File: src/design/icv_pkg.sv
`timescale 1ns / 1ps
`default_nettype none

package icv_pkg;

  localparam int unsigned MAX_WIDTH_DEF  = 1024;
  localparam int unsigned MAX_HEIGHT_DEF = 1024;
  localparam int unsigned FIFO_DEPTH     = 8;

  localparam int unsigned PIX_W   = 8;
  localparam int unsigned COORD_W = 10;
  localparam int unsigned DIM_W   = 11;
  localparam int unsigned COEF_W  = 16;
  localparam int unsigned KERN_W  = 48;
  localparam int unsigned PROD_W  = 25;
  localparam int unsigned COL_W   = 27;
  localparam int unsigned ACC_W   = 29;

  localparam int unsigned APB_AW = 6;
  localparam int unsigned APB_DW = 64;

  localparam logic [2:0] REG_IMAGE_WIDTH   = 3'd0;
  localparam logic [2:0] REG_IMAGE_HEIGHT  = 3'd1;
  localparam logic [2:0] REG_KERNEL_LEFT   = 3'd2;
  localparam logic [2:0] REG_KERNEL_MIDDLE = 3'd3;
  localparam logic [2:0] REG_KERNEL_RIGHT  = 3'd4;

  localparam logic [DIM_W-1:0] DIM_RESET = 11'd1024;

  typedef logic [2:0][KERN_W-1:0] kern_t;
  typedef logic [8:0][PIX_W-1:0]  win_t;

  typedef struct packed {
    logic               valid;
    logic               emit;
    logic [COORD_W-1:0] x;
    logic [COORD_W-1:0] y;
    logic               done;
  } tag_t;

  typedef struct packed {
    logic [PIX_W-1:0]   result_pixel;
    logic [COORD_W-1:0] out_x;
    logic [COORD_W-1:0] out_y;
    logic               frame_done;
  } res_t;

endpackage

`default_nettype wire

File: src/design/icv_fifo.sv
`timescale 1ns / 1ps
`default_nettype none

module icv_fifo #(
  parameter int unsigned DEPTH = icv_pkg::FIFO_DEPTH
) (
  input  wire logic          clk_i,
  input  wire logic          rst_ni,
  input  wire logic          push_i,
  input  wire icv_pkg::res_t data_i,
  output logic               valid_o,
  input  wire logic          ready_i,
  output icv_pkg::res_t      data_o
);

  localparam int unsigned PW = $clog2(DEPTH);
  localparam int unsigned CW = $clog2(DEPTH + 1);

  icv_pkg::res_t mem_q [DEPTH];
  logic [PW-1:0] wptr_q, rptr_q;
  logic [CW-1:0] cnt_q;
  logic          pop;

  assign valid_o = cnt_q != '0;
  assign pop     = valid_o && ready_i;
  assign data_o  = mem_q[rptr_q];

  always_ff @(posedge clk_i or negedge rst_ni) begin
    if (!rst_ni) begin
      wptr_q <= '0;
      rptr_q <= '0;
      cnt_q  <= '0;
    end else begin
      if (push_i) begin
        wptr_q <= (wptr_q == PW'(DEPTH - 1)) ? '0 : wptr_q + PW'(1);
      end
      if (pop) begin
        rptr_q <= (rptr_q == PW'(DEPTH - 1)) ? '0 : rptr_q + PW'(1);
      end
      cnt_q <= cnt_q + CW'(push_i) - CW'(pop);
    end
  end

  always_ff @(posedge clk_i) begin
    if (push_i) begin
      mem_q[wptr_q] <= data_i;
    end
  end

endmodule

`default_nettype wire

File: config.mk
export PLATFORM = sky130hd
export DESIGN_NAME = icv_fifo
export DESIGN_NICKNAME = d
export VERILOG_FILES = /design/src/design/icv_pkg.sv /design/src/design/icv_fifo.sv
export SDC_FILE = /design/constraint.sdc
export NUM_CORES = 1
export LEC_CHECK = 0
export ABC_AREA = 1
export BUFFER_PORTS_ARGS = -buffer_cell sky130_fd_sc_hd__buf_2
export CORE_ASPECT_RATIO = 1.75
export CORE_MARGIN = 2
export CORE_UTILIZATION = 55
export CTS_CLUSTER_DIAMETER = 50
export DETAILED_ROUTE_END_ITERATION = 6
export MAX_ROUTING_LAYER = met4
export PLACE_DENSITY_LB_ADDON = 0.25
export SETUP_SLACK_MARGIN = 0.05
export SLEW_MARGIN = 20
export SYNTH_ARGS = -nofsm -noshare
export SYNTH_HDL_FRONTEND = slang
export SYNTH_SLANG_ARGS = --single-unit
export TNS_END_PERCENT = 100
File: constraint.sdc
create_clock -name clk_i -period 2.6 [get_ports clk_i]
set_clock_uncertainty 0.1 [all_clocks]
set_input_delay 0.52 -clock clk_i [delete_from_list [all_inputs] [get_ports clk_i]]
set_output_delay 0.52 -clock clk_i [all_outputs]
set_load 0.01 [all_outputs]
==> qor.yml <==
vias: 7455
synth_area_leaders: "edfxtp_1, nand2_1, inv_1, nand3_1, dfrtp_1"
portBuffers: 62
p_leak_nw: 6.053
cts-root-buf: "clkbuf_16"
first_pass_iters: 5
htreeDepth: 1
antenna_found_initial: 2
wl_per_cell_um: 18.78
core_area_um2: 19110
ant_nets: 0
critPathLaunchType: "flop"
path_class: "flop to output port"
cpPeakStageDelay_ns: 0.56
period_needed_ns: 2.576
crit_start: "rptr_q[0]"
timing.final.hold_violations: 0
synth.avg_cell_area_um2: 9.968
io_pins: 63
drv_slew: 0
hold_path_class: "input port to flop"
synthesis.nets: 1115
track_usage_pct: 23.25
cp.arrival_ns: 1.96
worst_hold_slack_ns: 0.1796
fin_area_um2: 13070
synth_top_area_share_pct: 65.20
crit_top_cell: "nand2_1"
crit_buf_inv: 3
cts_buffers: 21
path_cells: "buf_6 > buf_6 > nand2_1 > nand3_1 > nand2_1 > nand2_1 > nand2_1 > buf_2"
overflow: 0
drtIter0Drc: 730
postPlaceCellArea_um2: 11390
synth-seq-cells: 242
place_hpwl_mm: 12.04
min_from: "data_i[7]"
yosysWarnings: 0
fin_crit_sh_pct: 99.06
die_width_um: 109.4
synthTopCellsByCount: "nand2_1, inv_1, edfxtp_1, nand3_1, buf_2"
clk_latency_ns: 0.50
syn_area_um2: 10690
die_area_um2: 20600
p_total_mw: 14.63
drv_cap: 0
worst_slack_ns: 0.02447
initial_utilization_pct: 55.90
die_y_um: 188.4
synth-xor-area-share_pct: 0.1639
grt_pass1_vias: 7006
fmax_ghz: 0.3883
critPathTopFamily: "flip-flops"
cp.required_ns: 1.98
clk_pin_slew_ns: 0.07
grt_pass1_wl_mm: 35.21
synth_compound_area_share_pct: 0.3279
end_kind: "output port"
synthArstFlopShare_pct: 4.132
synth.most_common_cell: "nand2_1"
place_inst: 1352
yosysUniqueCellTypes: 17
rsz0062_at_grt: "yes"
fp-row-count: 67
synth_largest_area_cell: "edfxtp_1"
syn_inst: 1072
final_cells: 1425
final-setup-viol-count: 0
area_growth_pct: 22.29
cts_tree: "yes"
ys_seq_area_share_pct: 67.54
slew_headroom_pct: 72.37
viasPerCell: 5.232
status: "finished clean"
layout-drive-gt1-share_pct: 19.37
synth-simple-area-share_pct: 19.64
cts_sinks: 242
irDropWorstVdd_mv: 0.8459
worst_pin_slew_ns: 0.4145
synthMuxAreaShare_pct: 0
finalWirelength_mm: 26.77
slowest_stage: "dfrtp_4"
synthFlopType: "edfxtp_1"
synth_top_family_by_area: "simple AND/OR/NAND/NOR gates"
reg2reg_slack_ns: 0.42
synth_edf_count: 232
r2r_start: "cnt_q[2]"
worstPathMaxFanout: 19
drcViolationCount: 0
nets: 1212
place_ws_ns: 0.4225
grt_max_degree: 77
power.density_nw_per_um2: 1119
clockBufferDepth: 3
gp_congestion: 0.7507
fill_cells: 1315
synthAdderAreaFrac_pct: 1.241
-- final timing paths --
path | end | cells after the start
worst min register to register | wptr_q[0] | 2
worst min-delay path | mem_q[0][7] | 1
worst max-delay path | data_o[28] | 8
max in group asynchronous | rptr_q[0] | 2
worst max register to register | cnt_q[2] | 10
min in group asynchronous | wptr_q[2] | 2
-- state kept, by name (all words and copies together) (netlist names) --
signal  flops
wptr_q      3
mem_q     232
cnt_q       4
rptr_q      3
-- through the flow --
stage / TNS [ns] / utilization [%]
floorplan: 0 / -
global placement: 0 / 59.61
detailed placement: 0 / 59.61
CTS: 0 / 63.85
global route: -0.1192 / 68.37
finish: 0 / 68.37
-- cell type report --
class	instances	area (um^2)	share of cell area, %
well taps	241	301.5	2.308
repair inverters	2	32.53	0.2489
flip-flops and latches	242	7222	55.27
clock buffers	25	540.5	4.136
diodes	2	5.005	0.03830
inverters	248	957.2	7.325
multi-input cells	538	2584	19.77
clock inverters	11	160.2	1.226
repair buffers	116	1265	9.680
-- power breakdown --
| part | switching [mW] | internal [mW] | leakage [nW] | total [mW] |
|---|---|---|---|---|
| Sequential | 0.158 | 4.79 | 2.23 | 4.95 |
| Combinational | 3.88 | 2.56 | 3.49 | 6.44 |
| Clock | 1.36 | 1.89 | 0.333 | 3.24 |
-- timing repair --
action,in CTS,in global routing
setup endpoints to repair,29,28
hold buffers,1,0
cloned,2,24
resized for setup,7,100
pin swaps,0,47
hold endpoints to repair,10,0
buffers inserted,3,5
-- cell families after synthesis --
| logic type | Yosys count |
|---|---|
| AO/OA/AOI/OAI | 7 |
| XOR/XNOR | 2 |
| adder cells (fa/ha/maj) | 10 |
| buffers and inverters | 292 |
| flip-flops | 242 |
| AND/OR/NAND/NOR | 519 |
-- layout by cell type, fill, tap and decap left out --
master,instances
buf_4,11
bufinv_16,4
clkinv_8,2
clkbuf_1,4
nand2_1,343
inv_6,1
clkbuf_16,34
buf_8,3
nor2_4,8
clkinv_1,3
nand2_4,1
clkinv_16,1
dfrtp_1,8
buf_12,11
ha_1,9
inv_2,1
xor2_1,2
buf_16,4
clkinvlp_4,2
dfrtp_4,1
o21ai_0,6
buf_6,17
diode_2,2
fa_1,1
dlygate4sd3_1,1
nand3_2,23
nand3_1,97
buf_2,56
clkinv_2,1
a21oi_1,1
nand2_2,47
inv_1,246
edfxtp_1,232
dfrtp_2,1
-- per-layer routing --
| layer | up-vias | track usage (%) | wire length, um |
|---|---|---|---|
| met3 | 90 | 2.836 | 1560 |
| met1 | 3574 | 27.03 | 9381 |
| met5 | - | - | 0 |
| met2 | 276 | 40.84 | 14430 |
| met4 | 0 | 8.277 | 1396 |
| li1 | 3515 | - | - |
Power figures use the tool's default switching activity.
