<file path="src/design/icv_pkg.sv">
`timescale 1ns / 1ps
`default_nettype none

package icv_pkg;

  localparam int unsigned MAX_WIDTH_DEF  = 1024;
  localparam int unsigned MAX_HEIGHT_DEF = 1024;
  localparam int unsigned FIFO_DEPTH     = 8;

  localparam int unsigned PIX_W   = 8;
  localparam int unsigned COORD_W = 10;
  localparam int unsigned DIM_W   = 11;
  localparam int unsigned COEF_W  = 16;
  localparam int unsigned KERN_W  = 48;
  localparam int unsigned PROD_W  = 25;
  localparam int unsigned COL_W   = 27;
  localparam int unsigned ACC_W   = 29;

  localparam int unsigned APB_AW = 6;
  localparam int unsigned APB_DW = 64;

  localparam logic [2:0] REG_IMAGE_WIDTH   = 3'd0;
  localparam logic [2:0] REG_IMAGE_HEIGHT  = 3'd1;
  localparam logic [2:0] REG_KERNEL_LEFT   = 3'd2;
  localparam logic [2:0] REG_KERNEL_MIDDLE = 3'd3;
  localparam logic [2:0] REG_KERNEL_RIGHT  = 3'd4;

  localparam logic [DIM_W-1:0] DIM_RESET = 11'd1024;

  typedef logic [2:0][KERN_W-1:0] kern_t;
  typedef logic [8:0][PIX_W-1:0]  win_t;

  typedef struct packed {
    logic               valid;
    logic               emit;
    logic [COORD_W-1:0] x;
    logic [COORD_W-1:0] y;
    logic               done;
  } tag_t;

  typedef struct packed {
    logic [PIX_W-1:0]   result_pixel;
    logic [COORD_W-1:0] out_x;
    logic [COORD_W-1:0] out_y;
    logic               frame_done;
  } res_t;

endpackage

`default_nettype wire

</file>
<file path="src/design/icv_mac.sv">
`timescale 1ns / 1ps
`default_nettype none

module icv_mac (
  input  wire logic                      clk_i,
  input  wire logic                      rst_ni,
  input  wire icv_pkg::tag_t             tag_i,
  input  wire icv_pkg::win_t             win_i,
  input  wire icv_pkg::kern_t            kern_i,
  output icv_pkg::tag_t                  tag_o,
  output logic [icv_pkg::PIX_W-1:0]      pix_o
);

  logic signed [icv_pkg::PROD_W-1:0] prod_d [9];
  logic signed [icv_pkg::PROD_W-1:0] prod_q [9];
  logic signed [icv_pkg::COL_W-1:0]  col_d  [3];
  logic signed [icv_pkg::COL_W-1:0]  col_q  [3];
  logic signed [icv_pkg::ACC_W-1:0]  acc;
  logic [icv_pkg::PIX_W-1:0]         sat;
  icv_pkg::tag_t                     s3_tag_q, s4_tag_q, s5_tag_q;
  logic [icv_pkg::PIX_W-1:0]         pix_q;

  always_comb begin
    for (int dx = 0; dx < 3; dx++) begin
      for (int dy = 0; dy < 3; dy++) begin
        prod_d[dx*3+dy] = $signed(kern_i[dx][icv_pkg::COEF_W*dy +: icv_pkg::COEF_W])
                        * $signed({1'b0, win_i[dx*3+dy]});
      end
    end
  end

  always_comb begin
    for (int dx = 0; dx < 3; dx++) begin
      col_d[dx] = icv_pkg::COL_W'(prod_q[dx*3]) + icv_pkg::COL_W'(prod_q[dx*3+1])
                + icv_pkg::COL_W'(prod_q[dx*3+2]);
    end
  end

  always_comb begin
    acc = icv_pkg::ACC_W'(col_q[0]) + icv_pkg::ACC_W'(col_q[1])
        + icv_pkg::ACC_W'(col_q[2]);
    if (acc[icv_pkg::ACC_W-1]) begin
      sat = '0;
    end else if (acc[icv_pkg::ACC_W-2:16] != '0) begin
      sat = '1;
    end else begin
      sat = acc[15:8];
    end
  end

  always_ff @(posedge clk_i or negedge rst_ni) begin
    if (!rst_ni) begin
      s3_tag_q <= '0;
      s4_tag_q <= '0;
      s5_tag_q <= '0;
    end else begin
      s3_tag_q <= tag_i;
      s4_tag_q <= s3_tag_q;
      s5_tag_q <= s4_tag_q;
    end
  end

  always_ff @(posedge clk_i) begin
    prod_q <= prod_d;
    col_q  <= col_d;
    pix_q  <= sat;
  end

  assign tag_o = s5_tag_q;
  assign pix_o = pix_q;

endmodule

`default_nettype wire

</file>
<file path="config.mk">
export PLATFORM = sky130hd
export DESIGN_NAME = icv_mac
export DESIGN_NICKNAME = d
export VERILOG_FILES = /design/src/design/icv_pkg.sv /design/src/design/icv_mac.sv
export SDC_FILE = /design/constraint.sdc
export NUM_CORES = 2
export LEC_CHECK = 0
export BUFFER_PORTS_ARGS = -buffer_cell sky130_fd_sc_hd__buf_2
export CELL_PAD_IN_SITES_DETAIL_PLACEMENT = 0
export CELL_PAD_IN_SITES_GLOBAL_PLACEMENT = 1
export CORE_MARGIN = 5
export CORE_UTILIZATION = 51
export CTS_BUF_LIST = sky130_fd_sc_hd__clkbuf_4
export DETAILED_ROUTE_END_ITERATION = 10
export GPL_TIMING_DRIVEN = 0
export PLACE_DENSITY_LB_ADDON = 0.25
export SYNTH_ARGS = -nofsm -noshare
export SYNTH_HDL_FRONTEND = slang
export SYNTH_SLANG_ARGS = --single-unit
</file>
<file path="constraint.sdc">
create_clock -name clk_i -period 4.67 [get_ports clk_i]
set_input_delay 0.2335 -clock clk_i [delete_from_list [all_inputs] [get_ports clk_i]]
set_output_delay 0.2335 -clock clk_i [all_outputs]
set_load 0.05 [all_outputs]
</file>
==> results.tsv <==
metric	value	unit
cap_violations	0	
cp_cell_sequence	clkbuf_4, nand2_1, fa_1, inv_1, fa_1, ha_1, inv_2, fa_1, inv_2, fa_2, a21o_1, a21oi_4, o21ai_4, o41ai_4, o21ai_2, or4_4, a311o_1, a21o_1, a21oi_2, xnor2_2	
drt_iter0_drc	1537	
vdd.ir_drop.worst	0.515	mV
clk-insertion-delay-late	0.85	ns
max_slew.worst_pin.slew	0.808	ns
totalPowerFinal	46.0	mW
yosysTopAreaCell	fa_1	
ys_seq_elements	383	
clock_tree_from_tritoncts	yes	
powerDensity	751	mW/mm^2
drt_first_pass_iters	6	
fin_crit_sh	98.7	%
comb_power_share	80.0	%
routed_via_density	5.00	
share_seq_of_total_power	13.9	%
netlist_top_cells_area	fa_1 37%, ha_1 13%, dfxtp_1 11%	
globalRoute.totalOverflow	0	
top_level_pins	272	
hold_ws	0.0238	ns
vias	39276	
finished_layout_cell_area	0.0612	sq mm
grt_util_all_layers	22.7	%
cp-start-kind	input port	
synth_top_cell_area_share	37.1	%
finish.cell_count_without_fillers	7853	
clkSlewWorstSetupHoldPaths	0.07	ns
pin_count_of_the_biggest_net_entering_global_routing	70	
rsz0062_at_grt	yes	
yosysWarnings	0	
cp.arrival	5.31	ns
dpl-instance-area	0.0585	sq mm
wl_per_cell	15.8	um
timing.critical_path.slowest_stage_cell	fa_1	
ant_nets	0	
synth_sequential_area_ratio	14.5	%
timing_max_transition_violations_final	0	
dp_hpwl	106	mm
final_hold_viol_count	0	
fin_skew	0.0414	ns
layout.nets	8184	
layout.cells.most_common_list	1400 x inv_1, 1017 x fa_1, 638 x and2_1, 615 x nand2_1, 543 x ha_1	
timing_worst_setup_path_type	in2reg	
grt_pass1_vias	42307	
grt_first_pass_wirelength	213	mm
slew-limit-headroom	46.1	%
die-area	0.115	sq mm
drcViolationCount	0	
hp-class	in2async	
switching_share	50.5	%
power.net_switching	23.2	mW
most_common_library_cell_in_the_layout_ignoring_fill_and_taps	inv_1	
htreeDepth	3	
worst-endpoint-required	5.37	ns
maximum_net_fanout_on_the_critical_path	8	
clock_tree.root_cell	clkbuf_4	
status	finished, final reports clean	
cts_sinks	383	
initial_core_util	51.4	%
synth.avg_cell_area	9.36	sq um
p_int	22.7	mW
postSynthNetCount	7714	
fraction_of_layout_cells_with_a_size_suffix_above_1	8.54	%
max_stage_delay	0.52	ns
power.static_leakage	32.0	nW
post-place-cells	7566	
post_synth_inst_count	5899	
critical_path.n_buffers_inverters	4	
gp_congestion	0.858	
layout-area-overhead-vs-synth	10.8	%
final_period_minus_worst_setup_slack	4.61	ns
antenna_found_initial	12	
power.clock.fraction	6.1	%
yosys_most_used_dff	dfxtp_1	
detail_route.wirelength	124	mm
placeableCoreArea	0.107	sq mm
io_buffers	264	
synthDistinctLibCells	77	
dieWidth	339	um
critPathTopFamily	adder cells	
fp.dieH	339	um
number_of_rows_created_at_floorplan	120	
fmax	217	MHz
crit_top_cell	fa_1	
syn_std_cell_area	0.0552	sq mm
synth_edf_count	0	
finalSetupViolations	0	
postSynth.asyncResetShare	18.0	%
cts_buffer_depth	3	
worstSetupEndpointType	flop	
cts_made_buffers	94	
[cells by family after synthesis]
kind of cell | synth area share (%)
fa+ha+maj | 49.6
mux | 0.0363
xor+xnor | 4.33
flops | 14.5
compound gates | 6.39
buf+inv | 10.1
simple gates | 15.1
[path summary, 6_finish.rpt]
| kind | endpoint | depth (start not counted) | slack, ns | from |
|---|---|---|---|---|
| max | prod_q[24]$_DFF_P_ | 20 | 0.06 | kern_i[132] |
| min | tag_o[12]$_DFF_PN0_ | 2 | 0.02 | rst_ni |
| max reg2reg | col_q[79]$_DFF_P_ | 14 | 0.60 | prod_q[151]$_DFF_P_ |
| min reg2reg | s4_tag_q[8]$_DFF_PN0_ | 0 | 0.33 | s3_tag_q[8]$_DFF_PN0_ |
| max in group asynchronous | s3_tag_q[3]$_DFF_PN0_ | 2 | 4.11 | rst_ni |
| min in group clk_i | prod_q[2]$_DFF_P_ | 5 | 0.10 | win_i[64] |
[repair_timing]
| action | in CTS | in global routing |
|---|---|---|
| endpoints found under the hold margin | 128 | 0 |
| setup buffers | 0 | 18 |
| hold buffers | 106 | 0 |
| setup endpoints to repair | 4 | 23 |
| pin swaps | 0 | 26 |
| gates resized for setup | 5 | 97 |
[per-layer routing]
layer  GRT usage [%]  part of all wire, %  vias up  wire (um)
li1                -                    -    18814          -
met1            30.9                   45    19701      55700
met2            39.7                   50      651      62200
met3            2.86                  4.0      110       4920
met4            3.78                  1.3        0       1640
met5               0                    0        -          0
[final cells by class]
type / instances / area, sq um
antenna: 8 / 20.0
buffer: 66 / 393
clock buffer: 128 / 961
clock inverter: 41 / 262
fill: 9845 / 46200
inverter: 1403 / 5270
multi-input combinational: 4033 / 41900
sequential: 383 / 8010
tap: 1403 / 1760
timing repair buffer: 388 / 2580
[registers in the layout, indices dropped and copies added, names as in the netlist]
name / flops
prod_q: 225
s4_tag_q: 23
pix_o: 8
col_q: 81
tag_o: 23
s3_tag_q: 23
[per-stage QoR]
stage	utilization [%]	TNS [ns]	setup WS, ns
after global placement	54.5	-38.04	-1.05
after global routing	57.0	-0.0323	-0.0323
final	57.0	0	0.0591
after detailed placement	54.5	-38.63	-1.02
after CTS	56.7	0	0.00479
after floorplan	-	-0.0687	-0.0687
[synthesized netlist by cell type (all sizes together), types with 33 or more instances]
| master | number |
|---|---|
| inv | 1403 |
| fa | 1022 |
| and2 | 638 |
| nand2 | 619 |
| ha | 552 |
| dfxtp | 314 |
| xnor2 | 210 |
| a21oi | 184 |
| nor2 | 135 |
| o21ai | 88 |
| clkbuf | 80 |
| a21o | 69 |
| dfrtp | 69 |
| xor2 | 63 |
| nor3 | 56 |
| nand3 | 48 |
| nand2b | 36 |
| o21a | 33 |
[power by group through the flow]
stage / combinational [mW] / sequential [mW] / clock, mW
CTS: 36.7 / 6.42 / 2.94
floorplan: 27.8 / 6.04 / 0
global route: 41.9 / 6.51 / 3.12
global placement: 36.1 / 6.47 / 0
finish: 36.8 / 6.37 / 2.82
detailed placement: 36.3 / 6.46 / 0
Note: power is estimated with default switching activity, not from simulation.
